### src/design/s256_pkg.sv
// shared types and constants for the sha-256 byte stream hasher
`timescale 1ns / 1ps

package s256_pkg;

    // controller states
    typedef enum logic [2:0] {
        ST_IDLE,
        ST_PAD,
        ST_COMP,
        ST_FOLD,
        ST_OUT
    } t_state;

    // source of the byte pushed into the block buffer
    typedef enum logic [1:0] {
        SRC_DATA,
        SRC_MARK,
        SRC_ZERO,
        SRC_LEN
    } t_src;

    // controller to datapath
    typedef struct packed {
        logic push;
        t_src src;
        logic init_work;
        logic round_step;
        logic fold;
        logic out_next;
    } t_cmd;

    // datapath to controller
    typedef struct packed {
        logic [5:0] fill;
        logic       round_last;
        logic       out_last;
    } t_sts;

    localparam logic [7:0] PAD_MARK  = 8'h80;
    localparam int         PAD_LIMIT = 56;

    localparam logic [31:0] INIT_H [8] = '{
        32'h6a09e667, 32'hbb67ae85, 32'h3c6ef372, 32'ha54ff53a,
        32'h510e527f, 32'h9b05688c, 32'h1f83d9ab, 32'h5be0cd19
    };

    localparam logic [31:0] ROUND_K [64] = '{
        32'h428a2f98, 32'h71374491, 32'hb5c0fbcf, 32'he9b5dba5,
        32'h3956c25b, 32'h59f111f1, 32'h923f82a4, 32'hab1c5ed5,
        32'hd807aa98, 32'h12835b01, 32'h243185be, 32'h550c7dc3,
        32'h72be5d74, 32'h80deb1fe, 32'h9bdc06a7, 32'hc19bf174,
        32'he49b69c1, 32'hefbe4786, 32'h0fc19dc6, 32'h240ca1cc,
        32'h2de92c6f, 32'h4a7484aa, 32'h5cb0a9dc, 32'h76f988da,
        32'h983e5152, 32'ha831c66d, 32'hb00327c8, 32'hbf597fc7,
        32'hc6e00bf3, 32'hd5a79147, 32'h06ca6351, 32'h14292967,
        32'h27b70a85, 32'h2e1b2138, 32'h4d2c6dfc, 32'h53380d13,
        32'h650a7354, 32'h766a0abb, 32'h81c2c92e, 32'h92722c85,
        32'ha2bfe8a1, 32'ha81a664b, 32'hc24b8b70, 32'hc76c51a3,
        32'hd192e819, 32'hd6990624, 32'hf40e3585, 32'h106aa070,
        32'h19a4c116, 32'h1e376c08, 32'h2748774c, 32'h34b0bcb5,
        32'h391c0cb3, 32'h4ed8aa4a, 32'h5b9cca4f, 32'h682e6ff3,
        32'h748f82ee, 32'h78a5636f, 32'h84c87814, 32'h8cc70208,
        32'h90befffa, 32'ha4506ceb, 32'hbef9a3f7, 32'hc67178f2
    };

endpackage

### src/design/s256_ctrl.sv
// controller state machine: byte intake, padding, rounds and digest output
`timescale 1ns / 1ps

module s256_ctrl (
    input  logic           i_clk,
    input  logic           i_rst_n,
    input  logic           i_valid,
    input  logic           i_byte_present,
    input  logic           i_end_of_message,
    input  logic           i_stall,
    input  s256_pkg::t_sts i_sts,
    output logic           o_stall,
    output logic           o_valid,
    output s256_pkg::t_cmd o_cmd
);

    s256_pkg::t_state r_state, n_state;
    logic r_final, n_final;   // finalization in progress
    logic r_mark, n_mark;     // 0x80 marker already pushed
    logic r_extra, n_extra;   // length goes into a further block

    logic w_fill_last;
    logic w_len_zone;

    assign w_fill_last = (i_sts.fill == 6'd63);
    assign w_len_zone  = (i_sts.fill >= 6'(s256_pkg::PAD_LIMIT));

    always_ff @(posedge i_clk) begin
        if (!i_rst_n) begin
            r_state <= s256_pkg::ST_IDLE;
            r_final <= 1'b0;
            r_mark  <= 1'b0;
            r_extra <= 1'b0;
        end else begin
            r_state <= n_state;
            r_final <= n_final;
            r_mark  <= n_mark;
            r_extra <= n_extra;
        end
    end

    // next state
    always_comb begin
        n_state = r_state;
        n_final = r_final;
        n_mark  = r_mark;
        n_extra = r_extra;
        unique case (r_state)
            s256_pkg::ST_IDLE: begin
                if (i_valid) begin
                    if (i_byte_present && w_fill_last) begin
                        n_state = s256_pkg::ST_COMP;
                        n_final = i_end_of_message;
                        n_mark  = 1'b0;
                        n_extra = 1'b0;
                    end else if (i_end_of_message) begin
                        n_state = s256_pkg::ST_PAD;
                        n_final = 1'b1;
                        n_mark  = 1'b0;
                        n_extra = 1'b0;
                    end
                end
            end
            s256_pkg::ST_PAD: begin
                n_mark = 1'b1;
                if (!r_mark) begin
                    n_extra = w_len_zone;
                end
                if (w_fill_last) begin
                    n_state = s256_pkg::ST_COMP;
                end
            end
            s256_pkg::ST_COMP: begin
                if (i_sts.round_last) begin
                    n_state = s256_pkg::ST_FOLD;
                end
            end
            s256_pkg::ST_FOLD: begin
                priority if (!r_final) begin
                    n_state = s256_pkg::ST_IDLE;
                end else if (!r_mark) begin
                    n_state = s256_pkg::ST_PAD;
                end else if (r_extra) begin
                    n_state = s256_pkg::ST_PAD;
                    n_extra = 1'b0;
                end else begin
                    n_state = s256_pkg::ST_OUT;
                end
            end
            s256_pkg::ST_OUT: begin
                if (!i_stall && i_sts.out_last) begin
                    n_state = s256_pkg::ST_IDLE;
                    n_final = 1'b0;
                end
            end
            default: begin
                n_state = s256_pkg::ST_IDLE;
            end
        endcase
    end

    // outputs
    always_comb begin
        o_cmd            = '0;
        o_cmd.src        = s256_pkg::SRC_DATA;
        o_stall          = 1'b1;
        o_valid          = 1'b0;
        unique case (r_state)
            s256_pkg::ST_IDLE: begin
                o_stall        = 1'b0;
                o_cmd.push     = i_valid && i_byte_present;
                o_cmd.init_work = i_valid && i_byte_present && w_fill_last;
            end
            s256_pkg::ST_PAD: begin
                o_cmd.push      = 1'b1;
                o_cmd.init_work = w_fill_last;
                priority if (!r_mark) begin
                    o_cmd.src = s256_pkg::SRC_MARK;
                end else if (!w_len_zone || r_extra) begin
                    o_cmd.src = s256_pkg::SRC_ZERO;
                end else begin
                    o_cmd.src = s256_pkg::SRC_LEN;
                end
            end
            s256_pkg::ST_COMP: begin
                o_cmd.round_step = 1'b1;
            end
            s256_pkg::ST_FOLD: begin
                o_cmd.fold = 1'b1;
            end
            s256_pkg::ST_OUT: begin
                o_valid        = 1'b1;
                o_cmd.out_next = !i_stall;
            end
            default: begin
                o_stall = 1'b1;
            end
        endcase
    end

endmodule

### src/design/s256_dp.sv
// datapath: block buffer and schedule, round logic, chaining words, counters
`timescale 1ns / 1ps

module s256_dp (
    input  logic           i_clk,
    input  logic           i_rst_n,
    input  s256_pkg::t_cmd i_cmd,
    input  logic [7:0]     i_data_byte,
    output s256_pkg::t_sts o_sts,
    output logic [31:0]    o_digest_word,
    output logic [2:0]     o_word_position,
    output logic           o_final_word
);

    function automatic logic [31:0] rotr(input logic [31:0] x, input int n);
        return (x >> n) | (x << (32 - n));
    endfunction

    // byte 0 of the block ends up in the top byte, the schedule shifts the same way
    logic [511:0] r_blk;
    logic [31:0]  r_work [8];
    logic [31:0]  r_chain [8];
    logic [60:0]  r_count;
    logic [5:0]   r_fill;
    logic [5:0]   r_round;
    logic [2:0]   r_pos;

    logic [63:0] w_len_sh;
    logic [7:0]  w_byte;
    logic [31:0] w_w0, w_w1, w_w9, w_w14, w_new;
    logic [31:0] w_s0, w_s1, w_ch, w_maj, w_t1, w_t2;

    // length byte for fill 56..63 picks bytes of the bit count msb first
    assign w_len_sh = {r_count, 3'b000} << {r_fill[2:0], 3'b000};

    always_comb begin
        unique case (i_cmd.src)
            s256_pkg::SRC_DATA: w_byte = i_data_byte;
            s256_pkg::SRC_MARK: w_byte = s256_pkg::PAD_MARK;
            s256_pkg::SRC_ZERO: w_byte = 8'h00;
            s256_pkg::SRC_LEN:  w_byte = w_len_sh[63:56];
            default:            w_byte = 8'h00;
        endcase
    end

    // message schedule on a 16-word shift window
    assign w_w0  = r_blk[511:480];
    assign w_w1  = r_blk[479:448];
    assign w_w9  = r_blk[223:192];
    assign w_w14 = r_blk[63:32];
    assign w_new = (rotr(w_w14, 17) ^ rotr(w_w14, 19) ^ (w_w14 >> 10)) + w_w9
                 + (rotr(w_w1, 7) ^ rotr(w_w1, 18) ^ (w_w1 >> 3)) + w_w0;

    // one compression round
    assign w_s1  = rotr(r_work[4], 6) ^ rotr(r_work[4], 11) ^ rotr(r_work[4], 25);
    assign w_ch  = (r_work[4] & r_work[5]) ^ (~r_work[4] & r_work[6]);
    assign w_t1  = r_work[7] + w_s1 + w_ch + s256_pkg::ROUND_K[r_round] + w_w0;
    assign w_s0  = rotr(r_work[0], 2) ^ rotr(r_work[0], 13) ^ rotr(r_work[0], 22);
    assign w_maj = (r_work[0] & r_work[1]) ^ (r_work[0] & r_work[2])
                 ^ (r_work[1] & r_work[2]);
    assign w_t2  = w_s0 + w_maj;

    always_ff @(posedge i_clk) begin
        if (i_cmd.push) begin
            r_blk <= {r_blk[503:0], w_byte};
        end else if (i_cmd.round_step) begin
            r_blk <= {r_blk[479:0], w_new};
        end
        if (i_cmd.init_work) begin
            for (int i = 0; i < 8; i++) begin
                r_work[i] <= r_chain[i];
            end
        end else if (i_cmd.round_step) begin
            r_work[7] <= r_work[6];
            r_work[6] <= r_work[5];
            r_work[5] <= r_work[4];
            r_work[4] <= r_work[3] + w_t1;
            r_work[3] <= r_work[2];
            r_work[2] <= r_work[1];
            r_work[1] <= r_work[0];
            r_work[0] <= w_t1 + w_t2;
        end
    end

    always_ff @(posedge i_clk) begin
        if (!i_rst_n) begin
            for (int i = 0; i < 8; i++) begin
                r_chain[i] <= s256_pkg::INIT_H[i];
            end
            r_count <= '0;
            r_fill  <= '0;
            r_round <= '0;
            r_pos   <= '0;
        end else begin
            if (i_cmd.push) begin
                r_fill <= r_fill + 6'd1;
                if (i_cmd.src == s256_pkg::SRC_DATA) begin
                    r_count <= r_count + 61'd1;
                end
            end
            if (i_cmd.init_work) begin
                r_round <= '0;
            end else if (i_cmd.round_step) begin
                r_round <= r_round + 6'd1;
            end
            if (i_cmd.fold) begin
                for (int i = 0; i < 8; i++) begin
                    r_chain[i] <= r_chain[i] + r_work[i];
                end
            end
            if (i_cmd.out_next) begin
                r_pos <= r_pos + 3'd1;
                if (r_pos == 3'd7) begin
                    for (int i = 0; i < 8; i++) begin
                        r_chain[i] <= s256_pkg::INIT_H[i];
                    end
                    r_count <= '0;
                end
            end
        end
    end

    assign o_sts.fill       = r_fill;
    assign o_sts.round_last = (r_round == 6'd63);
    assign o_sts.out_last   = (r_pos == 3'd7);

    assign o_digest_word   = r_chain[r_pos];
    assign o_word_position = r_pos;
    assign o_final_word    = (r_pos == 3'd7);

endmodule

### src/design/sha256_byte_stream_hasher.sv
// top level of the streaming sha-256 hasher, one message byte per request
// usage:
//   input channel (i_valid / o_stall) carries one request: i_data_byte, valid
//   when i_byte_present is set, and i_end_of_message to close the message
//   output channel (o_valid / i_stall) carries the eight digest words, word 0
//   (most significant) first, o_final_word set on word 7
// timing:
//   a byte that does not complete a 64-byte block is taken without a stall
//   a byte that completes a block holds o_stall through 64 rounds of the
//   single shared round unit and a fold of the result; the working words
//   load on the accepting edge itself
//   end of message: padding bytes enter one per cycle (64 minus pending bytes),
//   then a compression, plus another 64 padding bytes and a compression
//   when 56 or more bytes were pending, then 8 digest requests at one per
//   cycle while i_stall is low; a closing byte that fills the block first runs
//   its own compression; o_stall stays high from the closing request until the
//   last digest word has been taken
// reset: synchronous, active low; chaining words go to the sha-256 initial
//   values and the byte counts clear, no clearing pass is needed
// a high i_stall simply holds the current digest word on the outputs
`timescale 1ns / 1ps

module sha256_byte_stream_hasher (
    input  logic        i_clk,
    input  logic        i_rst_n,
    // input requests
    input  logic        i_valid,
    output logic        o_stall,
    input  logic [7:0]  i_data_byte,
    input  logic        i_byte_present,
    input  logic        i_end_of_message,
    // digest requests
    output logic        o_valid,
    input  logic        i_stall,
    output logic [31:0] o_digest_word,
    output logic [2:0]  o_word_position,
    output logic        o_final_word
);

    s256_pkg::t_cmd w_cmd;   // commands to the datapath
    s256_pkg::t_sts w_sts;   // fill level, round and output position status

    // sequencing: intake, padding, 64 rounds, fold, digest output
    s256_ctrl u_ctrl (
        .i_clk            (i_clk),
        .i_rst_n          (i_rst_n),
        .i_valid          (i_valid),
        .i_byte_present   (i_byte_present),
        .i_end_of_message (i_end_of_message),
        .i_stall          (i_stall),
        .i_sts            (w_sts),
        .o_stall          (o_stall),
        .o_valid          (o_valid),
        .o_cmd            (w_cmd)
    );

    // block buffer doubling as schedule window, round unit and digest registers
    s256_dp u_dp (
        .i_clk           (i_clk),
        .i_rst_n         (i_rst_n),
        .i_cmd           (w_cmd),
        .i_data_byte     (i_data_byte),
        .o_sts           (w_sts),
        .o_digest_word   (o_digest_word),
        .o_word_position (o_word_position),
        .o_final_word    (o_final_word)
    );

endmodule

### config.mk
export PLATFORM = sky130hd
export DESIGN_NAME = sha256_byte_stream_hasher
export DESIGN_NICKNAME = d
export VERILOG_FILES = /design/src/design/s256_pkg.sv /design/src/design/s256_ctrl.sv /design/src/design/s256_dp.sv /design/src/design/sha256_byte_stream_hasher.sv
export SDC_FILE = /design/constraint.sdc
export NUM_CORES = 2
export LEC_CHECK = 0
export BUFFER_PORTS_ARGS = -buffer_cell sky130_fd_sc_hd__buf_2
export CORE_MARGIN = 3
export CORE_UTILIZATION = 40
export CTS_CLUSTER_SIZE = 16
export DETAILED_ROUTE_END_ITERATION = 10
export PLACE_DENSITY = 0.6
export SETUP_SLACK_MARGIN = 0.2
export SLEW_MARGIN = 20
export SYNTH_ARGS = -nofsm -noshare
export SYNTH_HDL_FRONTEND = slang
export SYNTH_SLANG_ARGS = --single-unit
### constraint.sdc
create_clock -name i_clk -period 20.7 [get_ports i_clk]
set_input_delay 1.035 -clock i_clk [delete_from_list [all_inputs] [get_ports i_clk]]
set_output_delay 1.035 -clock i_clk [all_outputs]
set_load 0.02 [all_outputs]
==> flow_metrics.tcl <==
set metrics [dict create \
    hpwlAfterDp_microns 172700 \
    synth_seq_area_share_pct 41.58 \
    cp.required_ns 21.21 \
    globalRouteOverflowTotal 0 \
    finalMaxSlewViolations 0 \
    critPathTopFamily "adder cells" \
    worst_slew_pin_slew_ns 1.165 \
    clkSinkCount 1109 \
    synth_warnings 0 \
    first_iter_violations 6476 \
    grtUsageMet1_pct 33.64 \
    die_h_microns 438.9 \
    hold_viol_final 0 \
    vias 59283 \
    final_nets 8632 \
    status "finished, final reports clean" \
    fmax_ghz 0.09770 \
    yosysTopAreaCell "edfxtp_1" \
    numCtsBuffers 134 \
    core_area_sq_um 185800 \
    finalSetupTns_ns 0 \
    dieWidth_microns 438.9 \
    timing.hold.ws_ns 0.4754 \
    slew_headroom_pct 22.34 \
    synth-edff-count 896 \
    synth_top_family_by_area "simple AND/OR/NAND/NOR gates" \
    path_max_fanout 22 \
    met2_usage_pct 37.36 \
    path_clk_slew_ns 0.06 \
    cts_tree "built" \
    dr.pass1.iters 6 \
    timing.final.crit_period_ns 10.24 \
    syn_avg_cell_area_sq_um 9.126 \
    synthMuxAreaShare_pct 3.705 \
    htree_levels 4 \
    yosys.area_share.simple_pct 18.67 \
    synth_ff_type "edfxtp_1" \
    synth_compound_area_share_pct 12.92 \
    crit_top_cell "fa_1" \
    synth_common_cells "nand2_1, edfxtp_1, a21oi_1" \
    clk_path_buf_depth 3 \
    use_met3_pct 3.348 \
    start_kind "register" \
    fin_util_pct 43.92 \
    groute.usage.overall_pct 24.02 \
    yosys.area.top_type_share_pct 35.89 \
    row_count 158 \
    final-setup-viol-count 0 \
    grt_pass1_vias 56809 \
    netlist_instances 8215 \
    critPathKind "reg -> reg" \
    worst-path-buf-inv 7 \
    min_period_over_period_pct 49.45 \
    wl_microns 235400 \
    critPathSlowestCell "a21oi_1" \
    hold_path_class "reg -> reg" \
    grt_max_degree 254 \
    antenna_found_initial 11 \
    wl_per_cell_microns 22.17 \
    cts_resized 0 \
    fin_skew_ns 0.05237 \
    via_per_inst 5.584 \
    drive_gt1_share_pct 6.355 \
    r2r_slack_ns 10.46 \
    endpoint_kind "register" \
    cap_violations 0 \
    grt_pass1_wl_microns 353900 \
    slowest_delay_ns 0.66 \
    synth_xor_area_share_pct 7.150 \
    portBuffers 51 \
    die_area_sq_um 192700 \
    ios 52 \
    cts_hold_buf 0 \
    cts_root_buffer "clkbuf_16" \
    ant_nets 0 \
    ys_async_sr_fraction_pct 0 \
    yosysMostFrequentCell "nand2_1" \
    syn_area_sq_um 74970 \
    rsz0062_at_grt "no" \
    synth-adder-area-share_pct 11.90 \
    worstSkewPairLatency_ns 0.80 \
    initial_core_util_pct 40.34 \
    synth-seq-cells 1109 \
    syn_nets 8822 \
    post-cts-setup-buffer-count 0 \
    synthTopCellsByArea "edfxtp_1, nand2_1, ha_1, dfxtp_1, fa_1" \
    synth_cell_type_count 94 \
    gr-max-usage-layer "met2" \
    arrival_ns 10.75 \
    routabilityCongestion 0.9560 \
    remaining_drc_errors 0 \
    syn_to_final_growth_pct 8.865 \
]
## layer usage
metal	part of all wire [%]	vias up
li1	-	27896
met5	0.0055	-
met1	44	28769
met2	45	2194
met3	7.0	422
met4	4.5	2
## area by class of cell
type / count / area [sq um]
Tap cell: 2480 / 3103
Clock inverter: 65 / 653.1
Clock buffer: 181 / 3641
Timing Repair Buffer: 124 / 840.8
Multi-Input combinational cell: 6293 / 40830
Antenna cell: 2 / 5.005
Fill cell: 17983 / 104200
Sequential cell: 1109 / 31180
Inverter: 363 / 1365
## through the flow
stage	area, sq um	std cells	setup slack [ns]
floorplan	74970	8215	6.659
global placement	77320	10369	10.66
detailed placement	77320	10369	10.60
CTS	81610	10615	10.59
global route	81610	10615	10.05
finish	81620	10617	10.46
## cells by family (layout without fill, tap and decap cells)
| kind of cell | count (synthesis) | in the layout |
|---|---|---|
| and+or+nand+nor | 3392 | 3392 |
| DFF | 1109 | 1109 |
| adders and majority gates | 597 | 597 |
| other | 0 | 2 |
| buffers and inverters | 813 | 733 |
| xor gates and xnor gates | 612 | 612 |
| muxes | 170 | 170 |
| AOI/OAI and AO/OA | 1522 | 1522 |
## registers in the layout, indices dropped and copies added (netlist names), named ones only
name / flops
u_ctrl.r_extra: 1
u_dp.r_fill: 6
u_dp.r_round: 6
u_dp.r_count: 61
u_dp.r_blk: 512
u_dp.r_work: 256
u_ctrl.r_mark: 1
u_ctrl.r_state: 3
u_dp.r_chain: 256
u_ctrl.r_final: 1
u_dp.o_word_position: 3
## cell usage in the layout, fill, tap and decap left out, types with 51 or more instances in the layout
cell	netlist	routed
nand2_1	2464	2460
edfxtp_1	896	896
a21oi_1	411	411
ha_1	398	398
xnor2_1	376	376
o21ai_0	377	375
nor2_1	370	367
inv_1	360	358
xor2_1	236	236
dfxtp_1	213	207
fa_1	195	195
a21o_1	192	192
clkbuf_16	0	135
nand3_1	117	117
nor3_1	88	87
mux4_2	82	82
buf_4	0	70
nor2b_1	59	59
o21a_1	59	59
a31oi_1	55	55
nand2b_1	54	54
and3_1	54	54
o21bai_1	53	53
buf_2	0	51
## tightest hold or removal path, cell delays in order (launching register included)
cell	delay (ns)
dfxtp_1	0.31
nand2_1	0.05
a21boi_0	0.07
## final timing paths
kind,from,endpoint,cells past startpoint
min reg2reg,u_ctrl.r_extra$_SDFFE_PN0P_,u_ctrl.r_extra$_SDFFE_PN0P_,2
max reg2reg,u_dp.r_round[1]$_SDFFE_PP0P_,u_dp.r_work[0][25]$_DFFE_PP_,35
max,u_dp.r_round[1]$_SDFFE_PP0P_,u_dp.r_work[0][25]$_DFFE_PP_,35
min,u_ctrl.r_extra$_SDFFE_PN0P_,u_ctrl.r_extra$_SDFFE_PN0P_,2
Power is not shown: default switching activity piles up to over one toggle a cycle in this logic, so the estimate is an artifact.
